## src/sv/ctf_pkg.sv

```systemverilog
// Shared types and character constants for the console token FIFO.
`default_nettype none

package ctf_pkg;

   localparam int TALLY_W = 9;
   localparam logic [TALLY_W-1:0] TALLY_MAX = '1;

   localparam logic [7:0] CHAR_NUL   = 8'h00;
   localparam logic [7:0] CHAR_LF    = 8'h0A;
   localparam logic [7:0] CHAR_CR    = 8'h0D;
   localparam logic [7:0] CHAR_SPACE = 8'h20;

   localparam logic FUNC_PUSH = 1'b0;
   localparam logic FUNC_POP  = 1'b1;

   // Commands from the sequencer to the pointer unit.
   typedef struct packed {
      logic push;
      logic pop;
   } ptr_cmd_type;

   // Status from the pointer unit back to the sequencer.
   typedef struct packed {
      logic empty;
      logic full;
   } ptr_stat_type;

endpackage

`default_nettype wire

```

## src/sv/ctf_if.sv

```systemverilog
// Valid/ready channel interfaces for the request and response sides.
`default_nettype none

interface ctf_req_if;
   logic       valid;
   logic       ready;
   logic       func;
   logic [7:0] rx_byte;

   modport source (output valid, output func, output rx_byte, input ready);
   modport sink   (input valid, input func, input rx_byte, output ready);
endinterface

interface ctf_rsp_if;
   logic       valid;
   logic       ready;
   logic [7:0] read_byte;
   logic       was_empty;
   logic       overflow;
   logic [8:0] words_held;
   logic [8:0] lines_held;

   modport source (output valid, output read_byte, output was_empty, output overflow,
                   output words_held, output lines_held, input ready);
   modport sink   (input valid, input read_byte, input was_empty, input overflow,
                   input words_held, input lines_held, output ready);
endinterface

`default_nettype wire

```

## src/sv/ctf_ram.sv

```systemverilog
// Generic single-write, single-read RAM with a registered read port.
`default_nettype none

module ctf_ram #(
   parameter int WIDTH = 8,
   parameter int DEPTH = 256,
   localparam int ADDR_W = $clog2(DEPTH)
) (
   input  wire logic              clock,
   input  wire logic              we,
   input  wire logic [ADDR_W-1:0] waddr,
   input  wire logic [WIDTH-1:0]  wdata,
   input  wire logic [ADDR_W-1:0] raddr,
   output logic      [WIDTH-1:0]  rdata
);

   logic [WIDTH-1:0] mem_ff [DEPTH];
   logic [WIDTH-1:0] rdata_ff;

   always_ff @(posedge clock) begin
      if (we) begin
         mem_ff[waddr] <= wdata;
      end
      rdata_ff <= mem_ff[raddr];
   end

   assign rdata = rdata_ff;

endmodule

`default_nettype wire

```

## src/sv/ctf_ptrs.sv

```systemverilog
// Head, tail and fill bookkeeping for the byte store.
`default_nettype none

module ctf_ptrs #(
   parameter int DEPTH = 256,
   localparam int ADDR_W = $clog2(DEPTH)
) (
   input  wire logic                      clock,
   input  wire logic                      reset,
   input  wire ctf_pkg::ptr_cmd_type      cmd,
   output logic         [ADDR_W-1:0]      wr_addr,
   output logic         [ADDR_W-1:0]      rd_addr,
   output ctf_pkg::ptr_stat_type          stat
);
   import ctf_pkg::*;

   localparam int FILL_W = $clog2(DEPTH + 1);
   localparam logic [ADDR_W-1:0] LAST_ADDR = ADDR_W'(DEPTH - 1);
   localparam logic [FILL_W-1:0] FULL_FILL = FILL_W'(DEPTH);

   logic [ADDR_W-1:0] head_ff, head_in;
   logic [ADDR_W-1:0] tail_ff, tail_in;
   logic [FILL_W-1:0] fill_ff, fill_in;

   always_comb begin
      head_in = head_ff;
      tail_in = tail_ff;
      fill_in = fill_ff;
      // The sequencer never pushes and pops in the same cycle.
      if (cmd.push) begin
         tail_in = (tail_ff == LAST_ADDR) ? '0 : tail_ff + 1'b1;
         fill_in = fill_ff + 1'b1;
      end else if (cmd.pop) begin
         head_in = (head_ff == LAST_ADDR) ? '0 : head_ff + 1'b1;
         fill_in = fill_ff - 1'b1;
      end
   end

   always_ff @(posedge clock) begin
      if (reset) begin
         head_ff <= '0;
         tail_ff <= '0;
         fill_ff <= '0;
      end else begin
         head_ff <= head_in;
         tail_ff <= tail_in;
         fill_ff <= fill_in;
      end
   end

   assign wr_addr    = tail_ff;
   assign rd_addr    = head_ff;
   assign stat.empty = (fill_ff == '0);
   assign stat.full  = (fill_ff == FULL_FILL);

endmodule

`default_nettype wire

```

## src/sv/console_token_fifo_core.sv

```systemverilog
// Top level of the console token FIFO: sequencer, tallies and response register.
//
//   channel   dir  handshake      payload
//   req_if    in   valid/ready    func, rx_byte
//   rsp_if    out  valid/ready    read_byte, was_empty, overflow, words_held, lines_held
//
// A push of a space, a terminator or a character not preceded by a space is handled in
// the idle state alone; a character that follows a space also passes through the character
// state while there is room for the space, because the byte store has a single write port
// and the space goes in first. A pop of a non-empty FIFO passes through the read-wait state
// for the registered read of the byte store; a pop of an empty FIFO does not.
// Reset is synchronous and needs no clearing pass; the store is read only where written.
// A request is taken only while the response register is empty or being drained.
`default_nettype none

module console_token_fifo_core #(
   parameter int FIFO_DEPTH = 256
) (
   input  wire logic clock,
   input  wire logic reset,
   ctf_req_if.sink   req_if,
   ctf_rsp_if.source rsp_if
);
   import ctf_pkg::*;

   localparam int ADDR_W = $clog2(FIFO_DEPTH);

   typedef enum logic [1:0] {
      ST_IDLE,
      ST_CHAR,
      ST_POP
   } state_type;

   typedef enum logic [1:0] {
      CLASS_NUL,
      CLASS_SPACE,
      CLASS_OTHER
   } class_type;

   function automatic logic [TALLY_W-1:0] tally_up(input logic [TALLY_W-1:0] t);
      return (t < TALLY_MAX) ? t + 1'b1 : TALLY_MAX;
   endfunction

   function automatic logic [TALLY_W-1:0] tally_down(input logic [TALLY_W-1:0] t);
      return (t != '0) ? t - 1'b1 : '0;
   endfunction

   state_type          state_ff, state_in;
   class_type          prev_ff, prev_in;
   logic [TALLY_W-1:0] words_ff, words_in;
   logic [TALLY_W-1:0] lines_ff, lines_in;
   logic [7:0]         char_ff, char_in;

   logic               rsp_valid_ff, rsp_valid_in;
   logic [7:0]         rsp_byte_ff, rsp_byte_in;
   logic               rsp_empty_ff, rsp_empty_in;
   logic               rsp_ovf_ff, rsp_ovf_in;
   logic [TALLY_W-1:0] rsp_words_ff, rsp_words_in;
   logic [TALLY_W-1:0] rsp_lines_ff, rsp_lines_in;

   ptr_cmd_type        cmd;
   ptr_stat_type       stat;
   logic [ADDR_W-1:0]  wr_addr;
   logic [ADDR_W-1:0]  rd_addr;
   logic               ram_we;
   logic [7:0]         ram_wdata;
   logic [7:0]         ram_rdata;

   logic               req_ready;
   logic               accept;
   logic               load;
   logic [7:0]         load_byte;
   logic               load_empty;
   logic               load_ovf;
   logic               is_term;

   ctf_ptrs #(.DEPTH(FIFO_DEPTH)) u_ptrs (
      .clock   (clock),
      .reset   (reset),
      .cmd     (cmd),
      .wr_addr (wr_addr),
      .rd_addr (rd_addr),
      .stat    (stat)
   );

   ctf_ram #(.WIDTH(8), .DEPTH(FIFO_DEPTH)) u_store (
      .clock (clock),
      .we    (ram_we),
      .waddr (wr_addr),
      .wdata (ram_wdata),
      .raddr (rd_addr),
      .rdata (ram_rdata)
   );

   assign req_ready = (state_ff == ST_IDLE) && (!rsp_valid_ff || rsp_if.ready);
   assign accept    = req_if.valid && req_ready;
   assign is_term   = (req_if.rx_byte == CHAR_CR) || (req_if.rx_byte == CHAR_LF) ||
                      (req_if.rx_byte == CHAR_NUL);

   always_comb begin
      state_in   = state_ff;
      prev_in    = prev_ff;
      words_in   = words_ff;
      lines_in   = lines_ff;
      char_in    = char_ff;
      cmd        = '0;
      ram_we     = 1'b0;
      ram_wdata  = CHAR_NUL;
      load       = 1'b0;
      load_byte  = CHAR_NUL;
      load_empty = 1'b0;
      load_ovf   = 1'b0;

      unique case (state_ff)
         ST_IDLE: begin
            if (accept) begin
               if (req_if.func == FUNC_POP) begin
                  if (!stat.empty) begin
                     // The store registers the head byte at this edge for the read-wait state.
                     cmd.pop  = 1'b1;
                     state_in = ST_POP;
                  end else begin
                     // An empty pop returns zero, which counts as a terminator.
                     words_in   = tally_down(words_ff);
                     lines_in   = tally_down(lines_ff);
                     load       = 1'b1;
                     load_empty = 1'b1;
                  end
               end else if (req_if.rx_byte == CHAR_SPACE) begin
                  if (prev_ff != CLASS_NUL) begin
                     prev_in = CLASS_SPACE;
                  end
                  load = 1'b1;
               end else if (is_term) begin
                  if (prev_ff != CLASS_NUL) begin
                     if (!stat.full) begin
                        ram_we    = 1'b1;
                        ram_wdata = CHAR_NUL;
                        cmd.push  = 1'b1;
                        words_in  = tally_up(words_ff);
                        lines_in  = tally_up(lines_ff);
                     end else begin
                        load_ovf = 1'b1;
                     end
                  end
                  prev_in = CLASS_NUL;
                  load    = 1'b1;
               end else begin
                  prev_in = CLASS_OTHER;
                  if ((prev_ff == CLASS_SPACE) && !stat.full) begin
                     // The separating space goes in now, the character next cycle.
                     ram_we    = 1'b1;
                     ram_wdata = CHAR_SPACE;
                     cmd.push  = 1'b1;
                     words_in  = tally_up(words_ff);
                     char_in   = req_if.rx_byte;
                     state_in  = ST_CHAR;
                  end else begin
                     if (!stat.full) begin
                        ram_we    = 1'b1;
                        ram_wdata = req_if.rx_byte;
                        cmd.push  = 1'b1;
                     end else begin
                        load_ovf = 1'b1;
                     end
                     load = 1'b1;
                  end
               end
            end
         end
         ST_CHAR: begin
            if (!stat.full) begin
               ram_we    = 1'b1;
               ram_wdata = char_ff;
               cmd.push  = 1'b1;
            end else begin
               load_ovf = 1'b1;
            end
            load     = 1'b1;
            state_in = ST_IDLE;
         end
         ST_POP: begin
            load_byte = ram_rdata;
            if (ram_rdata == CHAR_NUL) begin
               words_in = tally_down(words_ff);
               lines_in = tally_down(lines_ff);
            end else if (ram_rdata == CHAR_SPACE) begin
               words_in = tally_down(words_ff);
            end
            load     = 1'b1;
            state_in = ST_IDLE;
         end
         default: begin
            state_in = ST_IDLE;
         end
      endcase
   end

   // Response register: a new result only lands when the register is free or draining.
   always_comb begin
      rsp_valid_in = rsp_valid_ff && !rsp_if.ready;
      rsp_byte_in  = rsp_byte_ff;
      rsp_empty_in = rsp_empty_ff;
      rsp_ovf_in   = rsp_ovf_ff;
      rsp_words_in = rsp_words_ff;
      rsp_lines_in = rsp_lines_ff;
      if (load) begin
         rsp_valid_in = 1'b1;
         rsp_byte_in  = load_byte;
         rsp_empty_in = load_empty;
         rsp_ovf_in   = load_ovf;
         rsp_words_in = words_in;
         rsp_lines_in = lines_in;
      end
   end

   always_ff @(posedge clock) begin
      if (reset) begin
         state_ff     <= ST_IDLE;
         prev_ff      <= CLASS_NUL;
         words_ff     <= '0;
         lines_ff     <= '0;
         rsp_valid_ff <= 1'b0;
      end else begin
         state_ff     <= state_in;
         prev_ff      <= prev_in;
         words_ff     <= words_in;
         lines_ff     <= lines_in;
         rsp_valid_ff <= rsp_valid_in;
      end
      char_ff      <= char_in;
      rsp_byte_ff  <= rsp_byte_in;
      rsp_empty_ff <= rsp_empty_in;
      rsp_ovf_ff   <= rsp_ovf_in;
      rsp_words_ff <= rsp_words_in;
      rsp_lines_ff <= rsp_lines_in;
   end

   assign req_if.ready      = req_ready;
   assign rsp_if.valid      = rsp_valid_ff;
   assign rsp_if.read_byte  = rsp_byte_ff;
   assign rsp_if.was_empty  = rsp_empty_ff;
   assign rsp_if.overflow   = rsp_ovf_ff;
   assign rsp_if.words_held = rsp_words_ff;
   assign rsp_if.lines_held = rsp_lines_ff;

   // The read-wait state is entered only from an accepted pop of a non-empty FIFO.
   a_pop_origin: assert property (@(posedge clock) disable iff (reset)
      (state_ff == ST_POP) |-> $past(accept && (req_if.func == FUNC_POP) && !stat.empty))
      else $error("read-wait state without a preceding pop");

   // The byte store is never written while full.
   a_no_write_full: assert property (@(posedge clock) disable iff (reset)
      ram_we |-> !stat.full)
      else $error("write to a full byte store");

   // A result is never produced while an older one is still held.
   a_no_clobber: assert property (@(posedge clock) disable iff (reset)
      load |-> (!rsp_valid_ff || rsp_if.ready))
      else $error("response register overwritten");

   // An empty pop and a lost byte cannot belong to the same transaction.
   a_flag_excl: assert property (@(posedge clock) disable iff (reset)
      rsp_valid_ff |-> !(rsp_empty_ff && rsp_ovf_ff))
      else $error("was_empty and overflow both set");

endmodule

`default_nettype wire
```

## src/flat_wrapper.sv

```systemverilog
// flat-port wrapper written by rule: the top's interface ports become plain ports
module console_token_fifo_core_flat import ctf_pkg::*;
#(
   parameter int FIFO_DEPTH = 256
)
  (clock, reset, req_if_valid, req_if_func, req_if_rx_byte, req_if_ready, rsp_if_valid, rsp_if_read_byte, rsp_if_was_empty, rsp_if_overflow, rsp_if_words_held, rsp_if_lines_held, rsp_if_ready);
  ctf_req_if req_if_i ();
  ctf_rsp_if rsp_if_i ();
  input  wire logic clock;
  input  wire logic reset;
  input wire logic [$bits(req_if_i.valid)-1:0] req_if_valid;
  input wire logic [$bits(req_if_i.func)-1:0] req_if_func;
  input wire logic [$bits(req_if_i.rx_byte)-1:0] req_if_rx_byte;
  output wire logic [$bits(req_if_i.ready)-1:0] req_if_ready;
  output wire logic [$bits(rsp_if_i.valid)-1:0] rsp_if_valid;
  output wire logic [$bits(rsp_if_i.read_byte)-1:0] rsp_if_read_byte;
  output wire logic [$bits(rsp_if_i.was_empty)-1:0] rsp_if_was_empty;
  output wire logic [$bits(rsp_if_i.overflow)-1:0] rsp_if_overflow;
  output wire logic [$bits(rsp_if_i.words_held)-1:0] rsp_if_words_held;
  output wire logic [$bits(rsp_if_i.lines_held)-1:0] rsp_if_lines_held;
  input wire logic [$bits(rsp_if_i.ready)-1:0] rsp_if_ready;
  assign req_if_i.valid = req_if_valid;
  assign req_if_i.func = req_if_func;
  assign req_if_i.rx_byte = req_if_rx_byte;
  assign req_if_ready = req_if_i.ready;
  assign rsp_if_valid = rsp_if_i.valid;
  assign rsp_if_read_byte = rsp_if_i.read_byte;
  assign rsp_if_was_empty = rsp_if_i.was_empty;
  assign rsp_if_overflow = rsp_if_i.overflow;
  assign rsp_if_words_held = rsp_if_i.words_held;
  assign rsp_if_lines_held = rsp_if_i.lines_held;
  assign rsp_if_i.ready = rsp_if_ready;
  console_token_fifo_core #(.FIFO_DEPTH(FIFO_DEPTH)) u_core (.clock(clock), .reset(reset), .req_if(req_if_i), .rsp_if(rsp_if_i));
endmodule
```

## config.mk

```make
export PLATFORM = sky130hd
export DESIGN_NAME = console_token_fifo_core_flat
export DESIGN_NICKNAME = d
export VERILOG_FILES = /design/src/sv/ctf_pkg.sv /design/src/sv/ctf_if.sv /design/src/sv/ctf_ram.sv /design/src/sv/ctf_ptrs.sv /design/src/sv/console_token_fifo_core.sv /design/src/flat_wrapper.sv
export SDC_FILE = /design/constraint.sdc
export NUM_CORES = 2
export LEC_CHECK = 0
export BUFFER_PORTS_ARGS = -buffer_cell sky130_fd_sc_hd__buf_2
export CORE_ASPECT_RATIO = 1.4
export CORE_UTILIZATION = 38
export DETAILED_ROUTE_END_ITERATION = 10
export SLEW_MARGIN = 10
export SYNTH_ARGS = -nofsm -noshare
export SYNTH_HDL_FRONTEND = slang
export SYNTH_SLANG_ARGS = --single-unit
```

## constraint.sdc

```tcl
create_clock -name clock -period 11.14 [get_ports clock]
set_input_delay 1.671 -clock clock [delete_from_list [all_inputs] [get_ports clock]]
set_output_delay 1.671 -clock clock [all_outputs]
set_load 0.005 [all_outputs]
```

==> impl_metrics.yaml <==
routing:
  routed-wl-met3_mm: 14.9
  first_iter_violations: 4579
  routed_wl_mm: 238
  dr.pass1.iters: 8
  vias_per_cell: 5.89
  vias: 43881
  postRouteAntennaNets: 0
  top_layer: "met4"
  wl_met2_mm: 121
  route.detailed.wl_per_inst_um: 32.0
  drcViolationCount: 0
  m1WireLength_mm: 88.5
synth:
  yosysWarnings: 0
  synthesis.nets: 4375
  ys.flop_type: "edfxtp_1"
  synth_cells: 4340
  synthArstFlopShare_pct: 0
  synth-compound-area-share_pct: 4.40
  synth_top_family_by_area: "multiplexers"
  synth_area_um2: 84600
  seq_area_frac_synth_pct: 75.3
  synthAdderAreaFrac_pct: 0.334
  synth-edff-count: 2084
  muxShareOfSynthArea_pct: 14.0
  syn-mean-instance-area_um2: 19.5
  yosysUniqueCellTypes: 99
  synthXorXnorAreaFrac_pct: 0.217
  ys_seq_elements: 2140
  yosys.area_share.simple_pct: 3.82
placement:
  placed_area_um2: 88000
  post-dp-hpwl_mm: 144
  place.gp.congestion: 0.868
  portBuffers: 42
  dp_slack_ns: 5.51
sta:
  holdWs_ns: 0.498
  tns_ns: 0
  setup_viol: 0
  timing.fmax_mhz: 200
  rsz0062_at_grt: "false"
  final.min_clock_period_ns: 5.00
  finalHoldViolCount: 0
  tightest_slew_ns: 1.22
  period_share_pct: 44.9
  maxSlewHeadroom_pct: 18.2
  fin_ws_ns: 6.14
  slew_viol_final: 0
  skew_ns: 0.0384
hold_path:
  min_path_cells: 2
  hp-class: "flip-flop to flip-flop"
  min_to: "u_core.u_ptrs.fill_ff[7]"
  min_from: "u_core.u_ptrs.fill_ff[7]"
power:
  power.leakage_nw: 28.7
  combPwrFrac_pct: 16.0
  internal-power_mw: 14.3
  powerDensity_nw_per_um2: 205
  clkPwrFrac_pct: 34.5
  ir_drop_uv: 192
  power_frac_seq_pct: 49.4
  power_switching_mw: 5.02
  p_total_mw: 19.3
  swShare_pct: 26.1
global_route:
  grt.total_usage_pct: 20.9
  gr-total-overflow: 0
  antenna_found_initial: 4
  grt_pass1_vias: 44379
  grt_max_degree: 159
  grt_pass1_wl_mm: 337
clocking:
  clkSinkCount: 2140
  ctsHoldBuffers: 0
  cts.reportedPaths.clkPinSlew_ns: 0.07
  cts_tree: "done"
  post_cts_buffers: 0
  cts_resized: 0
  root_buffer: "clkbuf_16"
  htree_num_levels: 4
  insertion_delay_ns: 0.84
  clockBufferDepth: 4
  numCtsBuffers: 192
setup_path:
  cp-end-kind: "flip-flop"
  rr_worst_depth: 10
  criticalPathCategory: "flip-flop to flip-flop"
  cp.arrival_ns: 5.75
  r2r-end: "u_core.u_store.rdata[2]"
  crit_chain: "buf_4, buf_4, buf_4, mux2i_1, o221ai_1, a21oi_1, a22oi_1, nand2_1, a31oi_1, a31o_1"
  rr_startpoint: "u_core.u_ptrs.rd_addr[1]"
  cp.required_ns: 11.89
  cp_slowest_cell: "a22oi_1"
  cpPeakStageDelay_ns: 0.84
  critPathLaunchType: "flip-flop"
  r2r_setup_slack_ns: 6.14
  crit_top_cell: "buf_4"
  worst-path-max-fanout: 57
die:
  start_util_pct: 38.3
  die_x_um: 401
  dieArea_um2: 225000
  rows: 204
  die_height_um: 560
  core_um2: 221000
  pin_count: 43
final_layout:
  drive_above_1_share_pct: 20.0
  syn_to_final_growth_pct: 11.2
  finalNetCount: 4457
  fin_area_um2: 94200
run:
  maxCapViolCount: 0
status:
  status: "finished clean"
==> worst max path at each step <==
stage | startpoint | endpoint | slack [ns] | depth (start not counted)
2_1_floorplan | rsp_if_ready | u_core.u_store.mem_ff[0][5] | 1.35 | 7
3_3_place_gp | req_if_rx_byte[7] | u_core.u_ptrs.fill_ff[8] | 5.43 | 15
3_5_place_dp | req_if_rx_byte[7] | u_core.u_ptrs.fill_ff[8] | 5.51 | 16
4_1_cts | u_core.u_ptrs.rd_addr[1] | u_core.u_store.rdata[7] | 6.19 | 10
5_1_grt | u_core.u_ptrs.rd_addr[1] | u_core.u_store.rdata[7] | 6.06 | 10
6_report | u_core.u_ptrs.rd_addr[1] | u_core.u_store.rdata[2] | 6.14 | 10
==> power by group through the flow <==
stage	combinational, mW	sequential, mW	clock (mW)
after floorplan	2.11	9.80	0
after global placement	3.10	9.70	0
after detailed placement	3.12	9.70	0
after CTS	3.13	9.52	6.73
after global routing	3.27	9.53	6.99
final	3.09	9.53	6.66
==> critical path, delay by kind of cell (launching register included) <==
family	cells	cell delay, ns
buffers and inverters	3	2.07
AOI/OAI and AO/OA	5	1.67
DFF	1	0.65
muxes	1	0.20
and+or+nand+nor	1	0.11
==> per-stage QoR <==
step                util (%)  instances
finish                  42.6       7452
global route            42.6       7451
CTS                     42.6       7450
detailed placement      39.8       7112
global placement        39.8       7112
floorplan                  -       4340
==> layout make-up <==
cell class / count / area (um2)
inverter: 30 / 114
fill: 19146 / 127000
tap: 2884 / 3610
clock inverter: 120 / 1210
sequential: 2140 / 63700
multi-input combinational: 1917 / 19500
timing repair buffer: 141 / 1070
clock buffer: 218 / 4950
antenna: 2 / 5.00
==> cells in the mapped netlist (all sizes together) (54+ instances only) <==
cell,instances,area (um2)
a21oi,123,616
a22oi,83,623
buf,159,1240
clkbuf,94,353
dfxtp,56,1120
edfxtp,2084,62600
mux2i,207,2070
mux4,426,9640
nand2,115,432
nand3,69,345
nor2,343,1290
o21ai,54,274
==> cells by family after synthesis <==
group | count (synthesis)
buf+inv | 283
mux | 642
simple gates | 702
compound gates | 530
flops | 2140
xor+xnor | 21
fa+ha+maj | 22
==> routing by layer <==
| layer | global-route usage, % | vias up |
|---|---|---|
| li1 | - | 18021 |
| met1 | 25.5 | 23421 |
| met2 | 35.9 | 1951 |
| met3 | 2.77 | 488 |
| met4 | 11.4 | 0 |
| met5 | 0 | - |
==> sequential cells by signal (all words and copies together), names as in the netlist <==
register / count
u_core.state_ff: 2
u_core.rsp_if.was_empty: 1
u_core.u_store.rdata: 8
u_core.char_ff: 8
u_core.rsp_if.overflow: 1
u_core.rsp_if.read_byte: 8
u_core.words_ff: 9
u_core.rsp_if.valid: 1
u_core.rsp_if.words_held: 9
u_core.u_ptrs.rd_addr: 8
u_core.rsp_if.lines_held: 9
u_core.u_store.mem_ff: 2048
u_core.lines_ff: 9
u_core.u_ptrs.wr_addr: 8
u_core.u_ptrs.fill_ff: 9
u_core.prev_ff: 2
==> placed cells by master, fill, tap and decap left out, types with 14 or more instances in the layout <==
master,count
a211oi_1,29
a21oi_1,123
a221oi_1,33
a22oi_1,83
a31oi_1,22
and2_1,17
buf_2,42
buf_4,90
bufinv_16,22
clkbuf_1,23
clkbuf_16,194
clkinv_1,35
clkinv_2,35
clkinvlp_4,15
dfxtp_1,49
edfxtp_1,2084
ha_1,21
inv_1,25
mux2i_1,207
mux4_2,413
nand2_1,115
nand3_1,53
nand4_1,14
nor2_1,337
nor2b_1,23
nor3_1,34
nor4_1,14
o21ai_0,48
o221ai_1,44
o22ai_1,36
xnor2_1,14
Power figures use the tool's default switching activity.
